`src/hw/rtl/gfau_pkg.sv`:
```
// ----------------------------------------------------------------------------
// gfau_pkg: shared types, constants and field math for the GF(2^8) unit
// Holds the command codes, the word that travels down the cell chain and the
// GF(2^8) multiply reduced by x^8 + x^4 + x^3 + x^2 + 1.
// ----------------------------------------------------------------------------
package gfau_pkg;

    localparam int unsigned GF_BITS     = 8;
    localparam logic [8:0]  GF_POLY     = 9'h11D;
    localparam logic [7:0]  GF_HIGHBIT  = 8'h80;
    localparam logic [7:0]  GF_ONE      = 8'h01;
    localparam logic [7:0]  GF_ZERO     = 8'h00;

    // One cell per exponent bit.
    localparam int unsigned GFAU_STAGES = GF_BITS;

    typedef enum logic [1:0] {
        CMD_XOR = 2'd0,
        CMD_MUL = 2'd1,
        CMD_POW = 2'd2
    } gfau_cmd_t;

    // Running product, running square and the exponent bits still to consume.
    typedef struct packed {
        logic [GF_BITS-1:0] acc;
        logic [GF_BITS-1:0] sq;
        logic [GF_BITS-1:0] expo;
    } gfau_word_t;

    function automatic logic [GF_BITS-1:0] gf_mul(
        input logic [GF_BITS-1:0] x_in,
        input logic [GF_BITS-1:0] y_in
    );
        logic [GF_BITS-1:0] acc;
        logic [GF_BITS-1:0] x;
        acc = GF_ZERO;
        x   = x_in;
        for (int i = 0; i < GF_BITS; i++) begin
            if (y_in[i]) begin
                acc = acc ^ x;
            end
            if ((x & GF_HIGHBIT) != GF_ZERO) begin
                x = {x[GF_BITS-2:0], 1'b0} ^ GF_POLY[GF_BITS-1:0];
            end else begin
                x = {x[GF_BITS-2:0], 1'b0};
            end
        end
        return acc;
    endfunction

endpackage

```
`src/hw/rtl/gf256_arith_unit.sv`:
```
// ----------------------------------------------------------------------------
// gf256_arith_unit: GF(2^8) add, multiply and power, polynomial 0x11D
// Pipelined chain of eight identical square-and-multiply cells.
// ----------------------------------------------------------------------------
// Usage: each input word carries a command and two bytes and yields exactly
// one result byte. Command add/subtract returns operand_a xor operand_b,
// multiply returns the field product reduced by x^8+x^4+x^3+x^2+1, power
// returns operand_a raised to operand_b (0..255), with any base to the zeroth
// power giving 1; the unused command code returns 0. Every word walks a chain
// of eight registered cells, one per exponent bit, and the unit takes one new
// word every cycle unless the chain is stalled. All commands share the chain:
// multiply enters as a one-bit exponent and xor as a finished value with an
// empty exponent. The whole chain advances together; it stalls only while the
// last cell holds a result that m_ready has not taken, so s_ready mirrors that
// condition.
// ----------------------------------------------------------------------------
module gf256_arith_unit
    import gfau_pkg::*;
(
    input  logic       aclk,
    input  logic       aresetn,

    input  logic       s_valid,
    output logic       s_ready,
    input  logic [1:0] s_cmd,
    input  logic [7:0] s_operand_a,
    input  logic [7:0] s_operand_b,

    output logic       m_valid,
    input  logic       m_ready,
    output logic [7:0] m_result
);

    // One cell per exponent bit; the depth is fixed by the field width.
    localparam int unsigned STAGES = GFAU_STAGES;

    logic       stage_valid [0:STAGES];
    gfau_word_t stage_word  [0:STAGES];
    gfau_word_t entry_word;
    logic       advance;

    // Advance the chain whenever the output slot is empty or being drained.
    assign advance = !stage_valid[STAGES] || m_ready;
    assign s_ready = advance;

    // Map each command onto the uniform cell step.
    always_comb begin
        unique case (s_cmd)
            CMD_XOR: begin
                entry_word.acc  = s_operand_a ^ s_operand_b;
                entry_word.sq   = GF_ZERO;
                entry_word.expo = GF_ZERO;
            end
            CMD_MUL: begin
                // One set exponent bit: the first cell forms a * b.
                entry_word.acc  = s_operand_a;
                entry_word.sq   = s_operand_b;
                entry_word.expo = GF_ONE;
            end
            CMD_POW: begin
                entry_word.acc  = GF_ONE;
                entry_word.sq   = s_operand_a;
                entry_word.expo = s_operand_b;
            end
            default: begin
                // Unused code: drop to zero and let it ride through untouched.
                entry_word.acc  = GF_ZERO;
                entry_word.sq   = GF_ZERO;
                entry_word.expo = GF_ZERO;
            end
        endcase
    end

    assign stage_valid[0] = s_valid;
    assign stage_word[0]  = entry_word;

    for (genvar i = 0; i < STAGES; i++) begin : g_cell
        gfau_cell u_cell (
            .aclk      (aclk),
            .aresetn   (aresetn),
            .advance   (advance),
            .in_valid  (stage_valid[i]),
            .in_word   (stage_word[i]),
            .out_valid (stage_valid[i+1]),
            .out_word  (stage_word[i+1])
        );
    end

    // The last cell doubles as the output register.
    assign m_valid  = stage_valid[STAGES];
    assign m_result = stage_word[STAGES].acc;

endmodule

```
`src/hw/rtl/gfau_cell.sv`:
```
// ----------------------------------------------------------------------------
// gfau_cell: one square-and-multiply step
// Consumes the low exponent bit: multiply the running product by the running
// square when the bit is set, square the running square, shift the exponent.
// ----------------------------------------------------------------------------
module gfau_cell
    import gfau_pkg::*;
(
    input  logic       aclk,
    input  logic       aresetn,
    input  logic       advance,
    input  logic       in_valid,
    input  gfau_word_t in_word,
    output logic       out_valid,
    output gfau_word_t out_word
);

    logic       valid_reg;
    gfau_word_t word_reg;
    gfau_word_t word_next;

    always_comb begin
        word_next.acc  = in_word.expo[0] ? gf_mul(in_word.acc, in_word.sq) : in_word.acc;
        word_next.sq   = gf_mul(in_word.sq, in_word.sq);
        word_next.expo = {1'b0, in_word.expo[GF_BITS-1:1]};
    end

    // Hold the valid flag clean across reset; payload needs no reset.
    always_ff @(posedge aclk) begin
        if (!aresetn) begin
            valid_reg <= 1'b0;
        end else if (advance) begin
            valid_reg <= in_valid;
        end
    end

    always_ff @(posedge aclk) begin
        if (advance) begin
            word_reg <= word_next;
        end
    end

    assign out_valid = valid_reg;
    assign out_word  = word_reg;

endmodule
```
`config.mk`:
```
export PLATFORM = sky130hd
export DESIGN_NAME = gf256_arith_unit
export DESIGN_NICKNAME = d
export VERILOG_FILES = /design/src/hw/rtl/gfau_pkg.sv /design/src/hw/rtl/gf256_arith_unit.sv /design/src/hw/rtl/gfau_cell.sv
export SDC_FILE = /design/constraint.sdc
export NUM_CORES = 1
export LEC_CHECK = 0
export BUFFER_PORTS_ARGS = -buffer_cell sky130_fd_sc_hd__buf_2
export CAP_MARGIN = 5
export CORE_MARGIN = 1.5
export CORE_UTILIZATION = 45
export CTS_CLUSTER_SIZE = 16
export DETAILED_ROUTE_END_ITERATION = 6
export HOLD_SLACK_MARGIN = 0.12
export PLACE_DENSITY = 0.69
export REMOVE_ABC_BUFFERS = 1
export SYNTH_ARGS = -nofsm -noshare
export SYNTH_HDL_FRONTEND = slang
export SYNTH_SLANG_ARGS = --single-unit
```
`constraint.sdc`:
```
create_clock -name aclk -period 14.6 [get_ports aclk]
set_input_delay 4.38 -clock aclk [delete_from_list [all_inputs] [get_ports aclk]]
set_output_delay 4.38 -clock aclk [all_outputs]
set_load 0.1 [all_outputs]
```
-- Word-level counts from Yosys, hierarchy flattened
Index checks and enable logic that the tools add are counted.
- reductions and logical operators: 3
- muxes and demuxes: 234
- equal/unequal tests: 2
- bitwise operators: 211
- operator list (kind ; number):
    8-bit 2-to-1 mux ; 128
    8-bit XOR ; 106
    5-bit 2-to-1 mux ; 105
    4-bit inverter ; 105
    24-bit one-hot mux with 3 select lines ; 1
    2-bit by 1-bit == test with 1-bit output, second input constant ; 1
    2-bit == test, second input constant ; 1
    2-bit zero test ; 1
    1-bit zero test ; 1
    1-bit logical OR ; 1
- input port bits: 22
- register bits: 156
- output and inout bits: 10
- logic and storage cells: 480

-- Longest topological paths before layout
- word-level depth: 19
- depth in mapped cells: 12
- mapped depth without buffers: 10

-- Cells and area by module
Synthesis repeated with hierarchy kept, for this count alone.
- cells, all modules: 2043
- area total of the unflattened synthesis: 19494.9 µm²
- by module, submodules not included (module ; times used ; area each (µm²) ; sequential area each (µm²) ; cells each):
    gfau_cell (g_cell[1].u_cell ...) ; 7 ; 2347.3 ; 710.7 ; 239
    gfau_cell (g_cell[0].u_cell) ; 1 ; 2708.8 ; 710.7 ; 320
    gf256_arith_unit ; 1 ; 355.3 ; 0.0 ; 50

-- Least setup slack after synthesis
OpenSTA, ideal clock, no wires.
- path kind: input port to output port
- start point: in m_ready
- end point: out s_ready
- slack: 2.073 ns
- required time: 10.220 ns
- path buffers: 1
- stages: 3
- arrival time: 8.147 ns
- cells stage by stage: nor2b_1 -> clkbuf_1 -> clkinv_1
- word-level cells in the longest chain between the ends: 1
- ends and longest elaborated chain (item ; RTL line ; text):
    from (decl) ; gf256_arith_unit.sv:30 ; input logic m_ready,
    1-bit logical OR ; gf256_arith_unit.sv:43 ; assign advance = !stage_valid[STAGES] || m_ready;
    to (decl) ; gf256_arith_unit.sv:24 ; output logic s_ready,
No other way between the ends.

-- Worst setup path in the final report
Ends and elaborated chain as after synthesis.

==> metrics.txt <==
outcome=finished clean; R2R depth=9; gr usage total=20.21%; CTS Hold Buffers Added=0; Reg-to-Reg End=g_cell[2].u_cell.out_word[14]; clock sink count=156; Worst EP arrival=5.83 ns; Core Rows=73; min-delay src=g_cell[0].u_cell.out_word[3]; WS Path Type=in -> out; area grow syn2layout=3.858%; NumNets Final=2175; setup bufs post-CTS=0; Num CTS Buffers=17; Critical Path End Type=output port; # diodes=0; Routed WL=40.98 mm; WL per Instance=15.31 um; hold endpoint=g_cell[1].u_cell.out_word[2]; CP max stage delay=0.56 ns; Via density=5.380; Relative slew margins=28.98%; die height=203.2 um; worst r2r src=g_cell[1].u_cell.out_word[14]; CTS tree=yes; Cells after Synth=2275; dpl cells=2645; mapped cell area=18030 um2; DRC Markers=0; H-tree lvl count=4; Reg clk slew, reported paths=0.07 ns; period utilization=69.92%; max-slew violations=0; area of the core=39640 um2; minimum clock period after layout=10.21 ns; fmax=97.96 MHz; Hold Crit Depth=0; leading cell type in the layout, fill and taps excluded=xnor2_1; Via Count=14400; Synth async-reset ratio=0%; setup slack, reg-to-reg=11.60 ns; Detail Route Antenna Nets=0; Final Wtd Congestion=0.9051; initial core utilization=45.49%; slowest cell on the critical path=nor2b_1; count of flip-flops with a built-in enable after synthesis=148; Critical Path, Cell by Cell=buf_2, nor2b_1, inv_6, buf_2; non-filler cells, final=2677; Seq/Total Area, Yosys=25.54%; Post-CTS Resized=0; Slew @ Worst Pin=1.065 ns; DP Worst Slack=4.384 ns; DP HPWL=28.42 mm; die width=203.2 um; unrepaired setup endpoints after global routing=false; worst path required time=10.22 ns; Synth warnings=0; synthesized area per cell=7.926 um2; die area=41280 um2; #FFs+latches synth=156; global-route wire length before repair=69.03 mm; total congestion overflow=0; commonest non-fill, non-tap cells in the layout=xnor2_1 (591), nand2_1 (475), xor2_1 (160), edfxtp_1 (148), a21oi_1 (134); antenna violations before repair=0; top fanout value on the critical path=50; skew final=0.01245 ns; Top FF cell, synth=edfxtp_1; number of global-route vias before repair=14120; Port Buf Inserts=31; largest net degree at the start of global routing=63; Synth cell types=67; Boundary Pins=32; First DRT Iteration DRCs=1010; share of cells above drive strength 1=5.204%; final hold viol count=0; most frequent CP cell=buf_2; Setup Viol. Count Final=0; final worst slack=4.391 ns; Max Cap Viol=0; first-pass iteration count of the detailed router=5; clock root buffer=clkbuf_16; Worst Setup Start Kind=primary input; worst hold path type=reg -> reg; Clock Path Buffers=2; Clk Latency, worst-skew pair=0.44 ns; Setup TNS=0 ns
==> worst max-delay path by stage <==
stage / startpoint / to / slack [ns] / cells after the start
2_1_floorplan: m_ready / s_ready / 1.99 / 2
3_3_place_gp: m_ready / s_ready / 4.40 / 4
4_1_cts: m_ready / s_ready / 4.38 / 4
3_5_place_dp: m_ready / s_ready / 4.38 / 4
6_report: m_ready / s_ready / 4.39 / 4
5_1_grt: m_ready / s_ready / 4.28 / 4
==> state kept, by name (all words and copies together), names as in the netlist <==
signal	flops
g_cell.u_cell.out_valid	8
g_cell.u_cell.out_word	148
==> stage by stage <==
stage               area, um2  util (%)  hold slack [ns]
global route            18730     47.24           0.4243
detailed placement      18140     45.77           0.4045
global placement        18140     45.77           0.4010
floorplan               17250         -           0.4003
CTS                     18730     47.24           0.4201
finish                  18730     47.24           0.4181
==> cells in the mapped netlist (all sizes together) (3+ instances only) <==
library cell	count	area share, %
a211oi	5	0.21
a21boi	9	0.37
a21o	4	0.17
a21oi	135	3.8
a22o	8	0.40
a22oi	35	1.5
a31oi	7	0.24
a32oi	3	0.15
and2	14	0.49
and3	8	0.28
buf	59	1.5
clkbuf	137	2.9
clkinv	3	0.062
dfxtp	8	0.89
edfxtp	148	25
ha	14	0.97
inv	31	0.65
mux2	20	1.2
mux2i	30	1.7
nand2	475	9.9
nand2b	13	0.45
nand3	24	0.67
nand3b	8	0.33
nor2	120	2.6
nor2b	33	1.1
nor3	18	0.50
nor3b	4	0.17
o211ai	10	0.42
o21a	4	0.17
o21ai	94	2.6
o22ai	5	0.21
o31ai	3	0.12
o32ai	4	0.24
xnor2	594	29
xor2	162	8.1
==> metal layers <==
metal | GRT usage [%] | part of all wire [%]
met1 | 25.07 | 43
met2 | 35.80 | 50
met3 | 2.493 | 4.2
met4 | 7.407 | 2.0
met5 | 0 | 0
==> worst max-delay path, delay by kind of cell <==
kind,cells,cell delay [ns]
buffers and inverters,3,0.86
AND/OR/NAND/NOR,1,0.56
==> cell families (layout without fill, tap and decap cells) <==
logic type | count (synthesis) | count (layout) | share of synthesized area, %
xor gates and xnor gates | 758 | 758 | 37.30
and+or+nand+nor | 726 | 726 | 16.90
AOI/OAI and AO/OA | 341 | 341 | 11.34
buffers and inverters | 230 | 107 | 5.031
DFF | 156 | 156 | 25.54
muxes | 50 | 50 | 2.914
adders and majority gates | 14 | 14 | 0.9715
==> area by class of cell <==
class | count | area [um2]
fill | 3796 | 20910
multi-input combinational | 1889 | 12520
sequential | 156 | 4604
tap | 525 | 656.9
clock buffer | 17 | 425.4
timing repair buffer | 41 | 230.2
clock inverter | 15 | 157.7
inverter | 34 | 132.6
Power is left out: the tool's default activity adds up to more than one toggle a clock period on the data nets, which glitch-free logic cannot reach.
